$ cat config.mk
export PLATFORM = sky130hd
export DESIGN_NAME = indexed_deque_store
export DESIGN_NICKNAME = d
export VERILOG_FILES = /design/src/rtl/ids_pkg.sv /design/src/rtl/ids_ctrl.sv /design/src/rtl/ids_dpath.sv /design/src/rtl/indexed_deque_store.sv
export SDC_FILE = /design/constraint.sdc
export NUM_CORES = 2
export LEC_CHECK = 0
export BUFFER_PORTS_ARGS = -buffer_cell sky130_fd_sc_hd__buf_4
export CAP_MARGIN = 25
export CORE_MARGIN = 5
export CORE_UTILIZATION = 43
export DETAILED_ROUTE_END_ITERATION = 12
export PLACE_DENSITY = 0.69
export SLEW_MARGIN = 20
export SYNTH_ARGS = -nofsm -noshare
export SYNTH_HDL_FRONTEND = slang
export SYNTH_SLANG_ARGS = --single-unit
$ cat constraint.sdc
create_clock -name clock -period 4.9 [get_ports clock]
set_input_delay 0.49 -clock clock [delete_from_list [all_inputs] [get_ports clock]]
set_output_delay 0.49 -clock clock [all_outputs]
set_load 0.005 [all_outputs]
$ cat src/rtl/ids_pkg.sv
// Shared types and constants for the indexed deque store.
// Used by ids_ctrl, ids_dpath, the top level and the checker; depends on nothing.
`default_nettype none
package ids_pkg;

   localparam int DATA_W        = 32;
   localparam int ACTION_W      = 3;
   localparam int POS_W         = 4;
   localparam int COUNT_OUT_W   = 5;
   localparam int DEPTH_DEFAULT = 16;

   // Request beat: action, value, position packed from bit 0, padded to bytes.
   localparam int REQ_BITS  = ACTION_W + DATA_W + POS_W;
   localparam int REQ_TDATA_W = ((REQ_BITS + 7) / 8) * 8;
   // Response beat: removed value, status, count packed from bit 0.
   localparam int RSP_BITS  = DATA_W + 2 + COUNT_OUT_W;
   localparam int RSP_TDATA_W = ((RSP_BITS + 7) / 8) * 8;

   localparam logic [ACTION_W-1:0] ACT_INS_FRONT = 3'd0;
   localparam logic [ACTION_W-1:0] ACT_INS_BACK  = 3'd1;
   localparam logic [ACTION_W-1:0] ACT_INS_AT    = 3'd2;
   localparam logic [ACTION_W-1:0] ACT_REM_FRONT = 3'd3;
   localparam logic [ACTION_W-1:0] ACT_REM_BACK  = 3'd4;
   localparam logic [ACTION_W-1:0] ACT_REM_AT    = 3'd5;

   localparam logic signed [DATA_W-1:0] ERR_VALUE = -32'sd1;

   typedef enum logic [1:0] {
      ST_OK     = 2'd0,
      ST_EMPTY  = 2'd1,
      ST_BOUNDS = 2'd2,
      ST_FULL   = 2'd3
   } status_type;

   typedef enum logic {
      S_IDLE = 1'b0,
      S_EXEC = 1'b1
   } state_type;

   // Commands from the controller to the datapath.
   typedef struct packed {
      logic load;    // capture the accepted request beat
      logic commit;  // apply the action and fill the response register
   } cmd_type;

endpackage
`default_nettype wire

$ cat src/rtl/ids_ctrl.sv
// Controller for the indexed deque store: request/response handshake sequencing.
// Depends on ids_pkg for the state and command types.
`default_nettype none
module ids_ctrl (
   input  wire logic            clock,
   input  wire logic            reset,
   input  wire logic            req_tvalid,
   output logic                 req_tready,
   output logic                 rsp_tvalid,
   input  wire logic            rsp_tready,
   output ids_pkg::cmd_type     cmd
);

   ids_pkg::state_type state_ff, state_in;
   logic               rsp_valid_ff, rsp_valid_in;

   always_ff @(posedge clock) begin
      if (reset) begin
         state_ff     <= ids_pkg::S_IDLE;
         rsp_valid_ff <= 1'b0;
      end else begin
         state_ff     <= state_in;
         rsp_valid_ff <= rsp_valid_in;
      end
   end

   always_comb begin
      state_in   = state_ff;
      req_tready = 1'b0;
      cmd.load   = 1'b0;
      cmd.commit = 1'b0;
      case (state_ff)
         ids_pkg::S_IDLE: begin
            req_tready = 1'b1;
            if (req_tvalid) begin
               cmd.load = 1'b1;
               state_in = ids_pkg::S_EXEC;
            end
         end
         ids_pkg::S_EXEC: begin
            // The response register must be free or draining this cycle.
            if (!rsp_valid_ff || rsp_tready) begin
               cmd.commit = 1'b1;
               state_in   = ids_pkg::S_IDLE;
            end
         end
         default: state_in = ids_pkg::S_IDLE;
      endcase
   end

   always_comb begin
      rsp_valid_in = rsp_valid_ff;
      if (cmd.commit) begin
         rsp_valid_in = 1'b1;
      end else if (rsp_tready) begin
         rsp_valid_in = 1'b0;
      end
   end

   assign rsp_tvalid = rsp_valid_ff;

endmodule
`default_nettype wire

$ cat src/rtl/ids_dpath.sv
// Datapath for the indexed deque store: request register, shifting cell chain,
// element count and response register. Depends on ids_pkg.
`default_nettype none
module ids_dpath #(
   parameter int DEPTH = ids_pkg::DEPTH_DEFAULT
) (
   input  wire logic                                   clock,
   input  wire logic                                   reset,
   input  wire ids_pkg::cmd_type                       cmd,
   input  wire logic [ids_pkg::ACTION_W-1:0]           req_action,
   input  wire logic signed [ids_pkg::DATA_W-1:0]      req_value,
   input  wire logic [ids_pkg::POS_W-1:0]              req_position,
   output logic signed [ids_pkg::DATA_W-1:0]           rsp_removed_value,
   output logic [1:0]                                  rsp_status,
   output logic [ids_pkg::COUNT_OUT_W-1:0]             rsp_count
);

   localparam int IDX_W = (DEPTH > 1) ? $clog2(DEPTH) : 1;
   localparam int CNT_W = $clog2(DEPTH + 1);
   localparam int CMP_W = (CNT_W > ids_pkg::POS_W) ? CNT_W : ids_pkg::POS_W;

   logic [ids_pkg::ACTION_W-1:0]      action_ff;
   logic signed [ids_pkg::DATA_W-1:0] value_ff;
   logic [ids_pkg::POS_W-1:0]         pos_ff;

   logic signed [ids_pkg::DATA_W-1:0] cell_ff [DEPTH];
   logic signed [ids_pkg::DATA_W-1:0] cell_in [DEPTH];
   logic [CNT_W-1:0]                  count_ff, count_in;

   logic signed [ids_pkg::DATA_W-1:0] removed_ff, removed_in;
   ids_pkg::status_type               status_ff, status_in;
   logic [ids_pkg::COUNT_OUT_W-1:0]   count_out_ff;

   logic             do_ins, do_rem, full, empty, pos_bad;
   logic [IDX_W-1:0] slot;

   // Request capture.
   always_ff @(posedge clock) begin
      if (cmd.load) begin
         action_ff <= req_action;
         value_ff  <= req_value;
         pos_ff    <= req_position;
      end
   end

   assign full    = (count_ff == CNT_W'(DEPTH));
   assign empty   = (count_ff == '0);
   assign pos_bad = (CMP_W'(pos_ff) >= CMP_W'(count_ff));

   // Decode the action into a shift direction and a slot.
   always_comb begin
      do_ins     = 1'b0;
      do_rem     = 1'b0;
      slot       = '0;
      status_in  = ids_pkg::ST_OK;
      removed_in = '0;
      case (action_ff)
         ids_pkg::ACT_INS_FRONT, ids_pkg::ACT_INS_BACK, ids_pkg::ACT_INS_AT: begin
            if (full) begin
               status_in = ids_pkg::ST_FULL;
            end else if (action_ff == ids_pkg::ACT_INS_BACK) begin
               do_ins = 1'b1;
               slot   = IDX_W'(count_ff);
            end else if (action_ff == ids_pkg::ACT_INS_FRONT || empty) begin
               do_ins = 1'b1;
            end else if (pos_bad) begin
               status_in = ids_pkg::ST_BOUNDS;
            end else begin
               do_ins = 1'b1;
               slot   = IDX_W'(pos_ff);
            end
         end
         ids_pkg::ACT_REM_FRONT, ids_pkg::ACT_REM_BACK, ids_pkg::ACT_REM_AT: begin
            if (empty) begin
               status_in  = ids_pkg::ST_EMPTY;
               removed_in = ids_pkg::ERR_VALUE;
            end else if (action_ff == ids_pkg::ACT_REM_FRONT) begin
               do_rem = 1'b1;
            end else if (action_ff == ids_pkg::ACT_REM_BACK) begin
               do_rem = 1'b1;
               slot   = IDX_W'(count_ff - CNT_W'(1));
            end else if (pos_bad) begin
               status_in  = ids_pkg::ST_BOUNDS;
               removed_in = ids_pkg::ERR_VALUE;
            end else begin
               do_rem = 1'b1;
               slot   = IDX_W'(pos_ff);
            end
            if (do_rem) begin
               removed_in = cell_ff[slot];
            end
         end
         default: begin
            status_in = ids_pkg::ST_OK;
         end
      endcase
   end

   // Each cell looks only at its neighbors: shift toward the back on insert,
   // toward the front on removal, and hold below the slot.
   always_comb begin
      for (int k = 0; k < DEPTH; k++) begin
         cell_in[k] = cell_ff[k];
         if (do_ins) begin
            if (IDX_W'(k) == slot) begin
               cell_in[k] = value_ff;
            end else if (k > 0 && IDX_W'(k) > slot) begin
               cell_in[k] = cell_ff[(k > 0) ? k - 1 : 0];
            end
         end else if (do_rem) begin
            if (k < DEPTH - 1 && IDX_W'(k) >= slot) begin
               cell_in[k] = cell_ff[(k < DEPTH - 1) ? k + 1 : k];
            end
         end
      end
   end

   always_comb begin
      count_in = count_ff;
      if (do_ins) begin
         count_in = count_ff + CNT_W'(1);
      end else if (do_rem) begin
         count_in = count_ff - CNT_W'(1);
      end
   end

   always_ff @(posedge clock) begin
      if (cmd.commit) begin
         cell_ff <= cell_in;
      end
   end

   always_ff @(posedge clock) begin
      if (reset) begin
         count_ff <= '0;
      end else if (cmd.commit) begin
         count_ff <= count_in;
      end
   end

   // Response register.
   always_ff @(posedge clock) begin
      if (cmd.commit) begin
         removed_ff   <= removed_in;
         status_ff    <= status_in;
         count_out_ff <= ids_pkg::COUNT_OUT_W'(count_in);
      end
   end

   assign rsp_removed_value = removed_ff;
   assign rsp_status        = status_ff;
   assign rsp_count         = count_out_ff;

endmodule
`default_nettype wire

$ cat src/rtl/indexed_deque_store.sv
// Top level of the indexed deque store: stream ports, controller and datapath.
// Depends on ids_pkg, ids_ctrl and ids_dpath.
//
// Usage:
// The block holds an ordered list of up to DEPTH signed 32-bit values. Each
// beat on the request channel (req_) carries one action: insert at the front,
// at the back or before a position, or remove from the front, the back or a
// position. Every request beat yields exactly one response beat (rsp_) with
// the removed value, a status code and the element count after the action.
// Errors (empty list, bad position, full list) leave the list untouched.
// A request is captured in the request register when it is accepted and is
// applied to the chain of shifting cells, whose elements all move in parallel,
// once the response register is free or draining; its response is valid from
// the edge that applies it. No new request is accepted before that edge.
// The response sits in an output register, so the next request is accepted
// while the previous response still waits. If the receiver keeps rsp_tready
// low, the following action waits in the apply state and req_tready stays low
// until the response register is free.
// Reset (synchronous, active high) empties the list and drops any pending
// response. Cell contents are not cleared; a cell is only read after it has
// been written.
`default_nettype none
module indexed_deque_store #(
   parameter int DEPTH = ids_pkg::DEPTH_DEFAULT
) (
   input  wire logic                               clock,
   input  wire logic                               reset,
   // req_tdata, from bit 0: action[2:0], value[34:3], position[38:35], zero pad.
   input  wire logic [ids_pkg::REQ_TDATA_W-1:0]    req_tdata,
   input  wire logic                               req_tvalid,
   output logic                                    req_tready,
   // rsp_tdata, from bit 0: removed_value[31:0], status[33:32], count[38:34],
   // zero pad.
   output logic [ids_pkg::RSP_TDATA_W-1:0]         rsp_tdata,
   output logic                                    rsp_tvalid,
   input  wire logic                               rsp_tready
);

   localparam int VAL_LO = ids_pkg::ACTION_W;
   localparam int POS_LO = VAL_LO + ids_pkg::DATA_W;

   ids_pkg::cmd_type                   cmd;
   logic signed [ids_pkg::DATA_W-1:0]  removed_value;
   logic [1:0]                         status;
   logic [ids_pkg::COUNT_OUT_W-1:0]    count;

   ids_ctrl u_ctrl (
      .clock      (clock),
      .reset      (reset),
      .req_tvalid (req_tvalid),
      .req_tready (req_tready),
      .rsp_tvalid (rsp_tvalid),
      .rsp_tready (rsp_tready),
      .cmd        (cmd)
   );

   ids_dpath #(
      .DEPTH (DEPTH)
   ) u_dpath (
      .clock             (clock),
      .reset             (reset),
      .cmd               (cmd),
      .req_action        (req_tdata[ids_pkg::ACTION_W-1:0]),
      .req_value         (req_tdata[POS_LO-1:VAL_LO]),
      .req_position      (req_tdata[POS_LO+ids_pkg::POS_W-1:POS_LO]),
      .rsp_removed_value (removed_value),
      .rsp_status        (status),
      .rsp_count         (count)
   );

   assign rsp_tdata = ids_pkg::RSP_TDATA_W'({count, status, removed_value});

endmodule
`default_nettype wire

Word-level counts from Yosys, hierarchy flattened
Cells that the tools add are included.
Widths: inputs -> output; s select.
{"block": "totals", "ff_bits": 597, "latch_bits": 0, "mem_bits_rw": 0, "rom_bits": 0, "inputBits": 44, "out_inout_bits": 42, "word_cells": 261, "n_memories": 0}
{"block": "classes", "add_sub_neg": 2, "n_mul": 0, "div": 0, "order_cmp": 32, "n_eq_ne": 36, "shift": 0, "n_mux": 122, "bitwise": 2, "n_reduce_logical": 42}
{"cell": "$mux 32", "n": 83}
{"cell": "$bmux 32 s4", "n": 1}
{"cell": "$reduce_and 4->1", "n": 15}
{"cell": "$ne 3x3->1 const B", "n": 14}
{"cell": "$reduce_bool 2->1", "n": 18}
{"cell": "$eq 4x4->1 const A", "n": 8}
{"cell": "$gt 4x4->1 const A", "n": 8}
{"cell": "$mux 4", "n": 8}
{"cell": "$ge 4x4->1 const A", "n": 7}
{"cell": "$mux 1", "n": 18}
{"cell": "$eq 3x4->1 const A", "n": 4}
{"cell": "$ge 3x4->1 const A", "n": 4}
{"cell": "$gt 3x4->1 const A", "n": 4}
{"cell": "$mux 2", "n": 7}
{"cell": "$mux 5", "n": 2}
{"cell": "$eq 2x4->1 const A", "n": 2}
{"cell": "$ge 1x4->1 const A", "n": 2}
{"cell": "$ge 2x4->1 const A", "n": 2}
{"cell": "$gt 2x4->1 const A", "n": 2}
{"cell": "$pmux 4 s2", "n": 1}
{"cell": "$eq 3x2->1 const B", "n": 2}
{"cell": "$eq 3x3->1 const B", "n": 2}
{"cell": "$reduce_or 3->1", "n": 2}
{"cell": "$add 5x1->5 const B", "n": 1}
{"cell": "18 further kinds", "n": 19}

Longest topological paths before layout
{"block": "depth", "word_depth": 11, "ltp_mapped": 15, "mapped_depth_nobuf": 9}

By module
From an unflattened synthesis, not the netlist that was laid out.
{"block": "hier_totals", "hier_cells": 3397, "hier_area_um2": 33648.5}
{"mod": "ids_dpath", "n_inst": 1, "cells_per_inst": 3385, "area_each_um2": 33542.2, "seq_area_each_um2": 17817.1}
{"mod": "ids_ctrl", "n_inst": 1, "cells_per_inst": 10, "area_each_um2": 95.1, "seq_area_each_um2": 40.0}
{"mod": "indexed_deque_store", "n_inst": 1, "cells_per_inst": 2, "area_each_um2": 11.3, "seq_area_each_um2": 0.0}

Least setup slack after synthesis
OpenSTA, ideal clock, no wires.
{"block": "synth_path", "path_kind": "flip-flop to flip-flop", "start": "register u_dpath.count_ff[0]", "end": "register u_dpath.cell_ff[32] (netlist bit) (enable)", "setup_time_ps": 466, "arrival_ps": 4847, "t_required_ps": 4434, "setup_slack_ps": -413, "stages_incl_launch_ff": 14, "path_buffers": 4, "synth_period_minus_slack_ps": 5313, "path_cell_list": "dfxtp_1 inv_1 ha_1 or4b_1 buf_2 o211ai_2 a21oi_2 a31oi_4 o32a_2 buf_2 buf_2 buf_2 nor2_1 o21ai_0"}
{"block": "synth_between", "elab_chain_cells": 10, "word_cells_on_any_way": 31, "classes_between": "add/sub: 1; order compare: 3; eq/ne: 3; mux: 19; reduce/logical: 5"}
{"element": "start: declaration", "line_no": "ids_dpath.sv:28", "source": "logic [CNT_W-1:0] count_ff, count_in;"}
{"element": "start signal: assignment", "line_no": "ids_dpath.sv:137", "source": "count_ff <= count_in;"}
{"element": "$ge 4x5->1", "line_no": "ids_dpath.sv:48", "source": "assign pos_bad = (CMP_W'(pos_ff) >= CMP_W'(count_ff));"}
{"element": "$mux 4", "line_no": "ids_dpath.sv:66, ids_dpath.sv:82"}
{"element": "$mux 4", "line_no": "ids_dpath.sv:79", "source": "end else if (action_ff == ids_pkg::ACT_REM_BACK) begin"}
{"element": "$mux 4", "line_no": "ids_dpath.sv:77", "source": "end else if (action_ff == ids_pkg::ACT_REM_FRONT) begin"}
{"element": "$mux 4", "line_no": "ids_dpath.sv:74", "source": "if (empty) begin"}
{"element": "$mux 4", "line_no": "ids_dpath.sv:57", "source": "case (action_ff)"}
{"element": "$pmux 4 s2", "line_no": "ids_dpath.sv:57"}
{"element": "$gt 4x4->1, or another cell as far along", "line_no": "ids_dpath.sv:107", "source": "end else if (k > 0 && IDX_W'(k) > slot) begin"}
{"element": "$ne 3x3->1 (no source line) or $reduce_bool 2->1 (tied branches)"}
{"element": "$reduce_and 4->1 (no source line) (*)"}
{"element": "end signal: assignment", "line_no": "ids_dpath.sv:129", "source": "cell_ff <= cell_in;"}
{"element": "end: declaration", "line_no": "ids_dpath.sv:26", "source": "logic signed [ids_pkg::DATA_W-1:0] cell_ff [DEPTH];"}
Every way passes the cells marked *; elsewhere a longest branch is shown, timed or not. The select of a mux whose other input is x is not followed.
A chain may end at the register's enable or synchronous reset.

Final worst setup path
{"block": "layout_path", "start": "register u_dpath.count_ff[0]", "end": "register u_dpath.cell_ff[194] (netlist bit) (enable)"}
Same word-level chain as after synthesis.

==> flow_summary.toml <==
[status]
status = "completed"

[timing]
fin_hold_ws_ns = 0.0312
drv_slew = 0
hold_violations = 0
tightest_slew_ns = 1.15
timing.final.crit_period_ns = 4.42
finClkSkew_ns = 0.0418
max_freq_ghz = 0.226
post-route-period-util_pct = 90.2
setup_viol_count_final = 0
timing.final.ws_setup_ns = 0.483
relSlewSlack_pct = 23.4
rsz0062_at_grt = "false"

[routing]
routed_wl_mm = 144
vias_per_cell = 7.52
drt_iter0_drc = 5979
vias = 33600
ant_nets = 0
dr.pass1.iters = 6
route.detailed.drc = 0
post_drt_wl_per_cell_um = 32.2

[pwr]
leakage_nw = 13.8
p_per_area_mw_per_mm2 = 343
p_sw_w = 0.00420
power.clock.fraction_pct = 35.3
sequentialPowerShare_pct = 45.8
combPwrFrac_pct = 18.9
fin_total_pwr_w = 0.0136
p_int_w = 0.00943
switching_share_pct = 30.8
peakVddDrop_mv = 0.284

[clock_tree]
numCtsBuffers = 68
worstSkewPairLatency_ns = 0.64
cts_hold_buffers = 0
cts_resized = 0
clockBufferDepth = 3
clock-root-buffer = "clkbuf_16"
path_clk_slew_ns = 0.06
cts_tree = "built"
post_cts_buffers = 0
clock_sinks = 597
htree_levels = 3

[global_routing]
grt_pass1_vias = 32200
antenna_found_initial = 2
grt_overflow = 0
grt_max_degree = 192
grt_first_pass_wirelength_mm = 210
grt_use_total_pct = 30.4

[hold_path]
hold_depth = 1
hp-start = "req_tdata[12]"
hp-class = "input port to flop"
hold_end = "u_dpath.value_ff[9]$_DFFE_PP_"

[synthesis]
synth_area_mm2 = 0.0359
synth-main-ff-cell = "edfxtp_1"
synthCells = 3511
ys_types = 61
yosysWarnings = 0
synth.largest_area_cell = "edfxtp_1"
ys_ff_latch = 597
synthesis.nets = 3562
synthDominantCellAreaShare_pct = 49.4
synthArstFlopShare_pct = 0
ys_top_cells_by_area = "edfxtp_1, o211ai_1, nand2_1"
post_synth.cell_area_avg_um2 = 10.2
seq_area_frac_synth_pct = 49.7
synth_edf_count = 590

[finish]
n_antenna_cell = 0
final_cell_mix = "nand2_1, edfxtp_1, o211ai_1, o311ai_0, buf_4"
syn_to_final_growth_pct = 10.8
drive_gt1_share_pct = 12.0
layout_commonest_cell = "nand2_1"
nets = 3389

[worst_setup_path]
ff2ff_path_depth = 10
path_max_fanout = 59
worst_setup_path_start_kind = "flop"
worst-setup-path-type = "flop to flop"
cp-end-kind = "flop"
reg2reg_slack_ns = 0.48
r2r-end = "u_dpath.cell_ff[194]$_DFFE_PP_"
worstPathRequired_ns = 5.17
r2r-start = "u_dpath.count_ff[0]$_SDFFE_PP0P_"
cp.arrival_ns = 4.69

[die]
num_rows = 106
die_area_mm2 = 0.0894
io_pins = 86
start_util_pct = 43.2
core_mm2 = 0.0832
die_x_um = 299
die_h_um = 299

[run]
max_cap_viol_count = 0

[placed_design]
port_buffers = 83
gp_congestion = 0.881
pre_cts_ws_ns = 0.575
dp_hpwl_mm = 75.9
-- metal layers --
layer | global-route usage [%] | share of wire, % | vias to the layer above
met5 | 0 | 0 | -
met4 | 19.0 | 7.1 | 0
met3 | 7.80 | 13 | 659
met2 | 46.3 | 44 | 2920
met1 | 38.8 | 36 | 16200
li1 | - | - | 13800
-- worst max-delay path: stages (launching register included) --
cell	delay, ns
dfxtp_1	0.37
inv_1	0.18
ha_1	0.23
or4b_1	0.63
o21ai_2	0.29
a211oi_1	0.13
o21ai_1	0.51
o2111ai_4	0.42
buf_4	0.61
a21oi_4	0.29
buf_4	0.38
-- logic make-up after synthesis --
group / count (synthesis) / share of synthesized area [%]
AO/OA/AOI/OAI: 1292 / 28.6
other: 1 / 0.0104
flip-flops: 597 / 49.7
adder cells (fa/ha/maj): 7 / 0.244
buffers and inverters: 494 / 5.72
XOR/XNOR: 9 / 0.220
multiplexers: 95 / 2.76
AND/OR/NAND/NOR: 1016 / 12.7
-- through the flow --
stage               setup TNS (ns)  utilization (%)  instance area (µm²)  std cells
floorplan                   -38.25                -                35900       3511
global placement                 0             45.5                37800       4348
detailed placement               0             45.5                37800       4348
CTS                              0             47.8                39800       4464
global route                     0             47.8                39800       4464
finish                           0             47.8                39800       4464
-- power by group through the flow --
stage | logic (W) | registers (W) | clock network (W)
after detailed placement | 0.00247 | 0.00634 | 0
after floorplan | 0.00156 | 0.00627 | 0
after global routing | 0.00268 | 0.00626 | 0.00504
after CTS | 0.00247 | 0.00623 | 0.00484
after global placement | 0.00242 | 0.00634 | 0
final | 0.00257 | 0.00625 | 0.00481
-- cell usage after synthesis (2+ instances only) --
library cell	count
nor3_1	9
mux2_2	17
and2_1	2
inv_1	10
a21oi_1	18
nand2_1	726
buf_2	76
a41o_1	162
and3_1	192
o211ai_1	454
a31oi_1	2
edfxtp_1	590
xnor2_1	9
a221oi_1	33
nor2b_1	4
and4_1	31
o21a_1	3
o2111ai_1	4
nor3b_1	2
buf_4	2
buf_6	13
nor2_1	22
dfxtp_1	7
o21ai_1	5
buf_1	12
clkbuf_1	381
ha_1	7
a21oi_2	2
o221ai_1	2
o311ai_0	255
o311ai_1	33
nand4_1	6
nand2b_1	3
mux2_1	16
o21ai_0	103
o21ai_2	2
a211oi_1	196
mux2i_1	62
or3_1	10
a21boi_1	3
nand3_1	4
a31oi_4	2
-- registers in the layout, summed over array words and instances (netlist names) --
name	cells
u_dpath.count_ff	5
u_dpath.rsp_count	5
u_ctrl.state_ff	1
u_dpath.cell_ff	512
u_dpath.value_ff	32
u_ctrl.rsp_tvalid	1
u_dpath.rsp_removed_value	32
u_dpath.rsp_status	2
u_dpath.action_ff	3
u_dpath.pos_ff	4
-- worst max path at each step --
stage	from	end	slack, ns
after floorplan	u_dpath.count_ff[0]$_SDFFE_PP0P_	u_dpath.cell_ff[480]$_DFFE_PP_	-0.41
after global placement	u_dpath.count_ff[0]$_SDFFE_PP0P_	u_dpath.cell_ff[219]$_DFFE_PP_	0.67
after detailed placement	u_dpath.count_ff[0]$_SDFFE_PP0P_	u_dpath.cell_ff[206]$_DFFE_PP_	0.57
after CTS	u_dpath.count_ff[1]$_SDFFE_PP0P_	u_dpath.cell_ff[194]$_DFFE_PP_	0.61
after global routing	u_dpath.count_ff[1]$_SDFFE_PP0P_	u_dpath.cell_ff[203]$_DFFE_PP_	0.37
final	u_dpath.count_ff[0]$_SDFFE_PP0P_	u_dpath.cell_ff[194]$_DFFE_PP_	0.48
-- area by class of cell --
type                            count  area [µm²]
Tap cell                         1080        1350
Clock inverter                     33         213
Timing Repair Buffer              241        2200
Sequential cell                   597       17900
Inverter                           10        37.5
Fill cell                        7564       43400
Multi-Input combinational cell   2420       16400
Clock buffer                       83        1760
No activity file was read; power rests on OpenSTA's default activity.
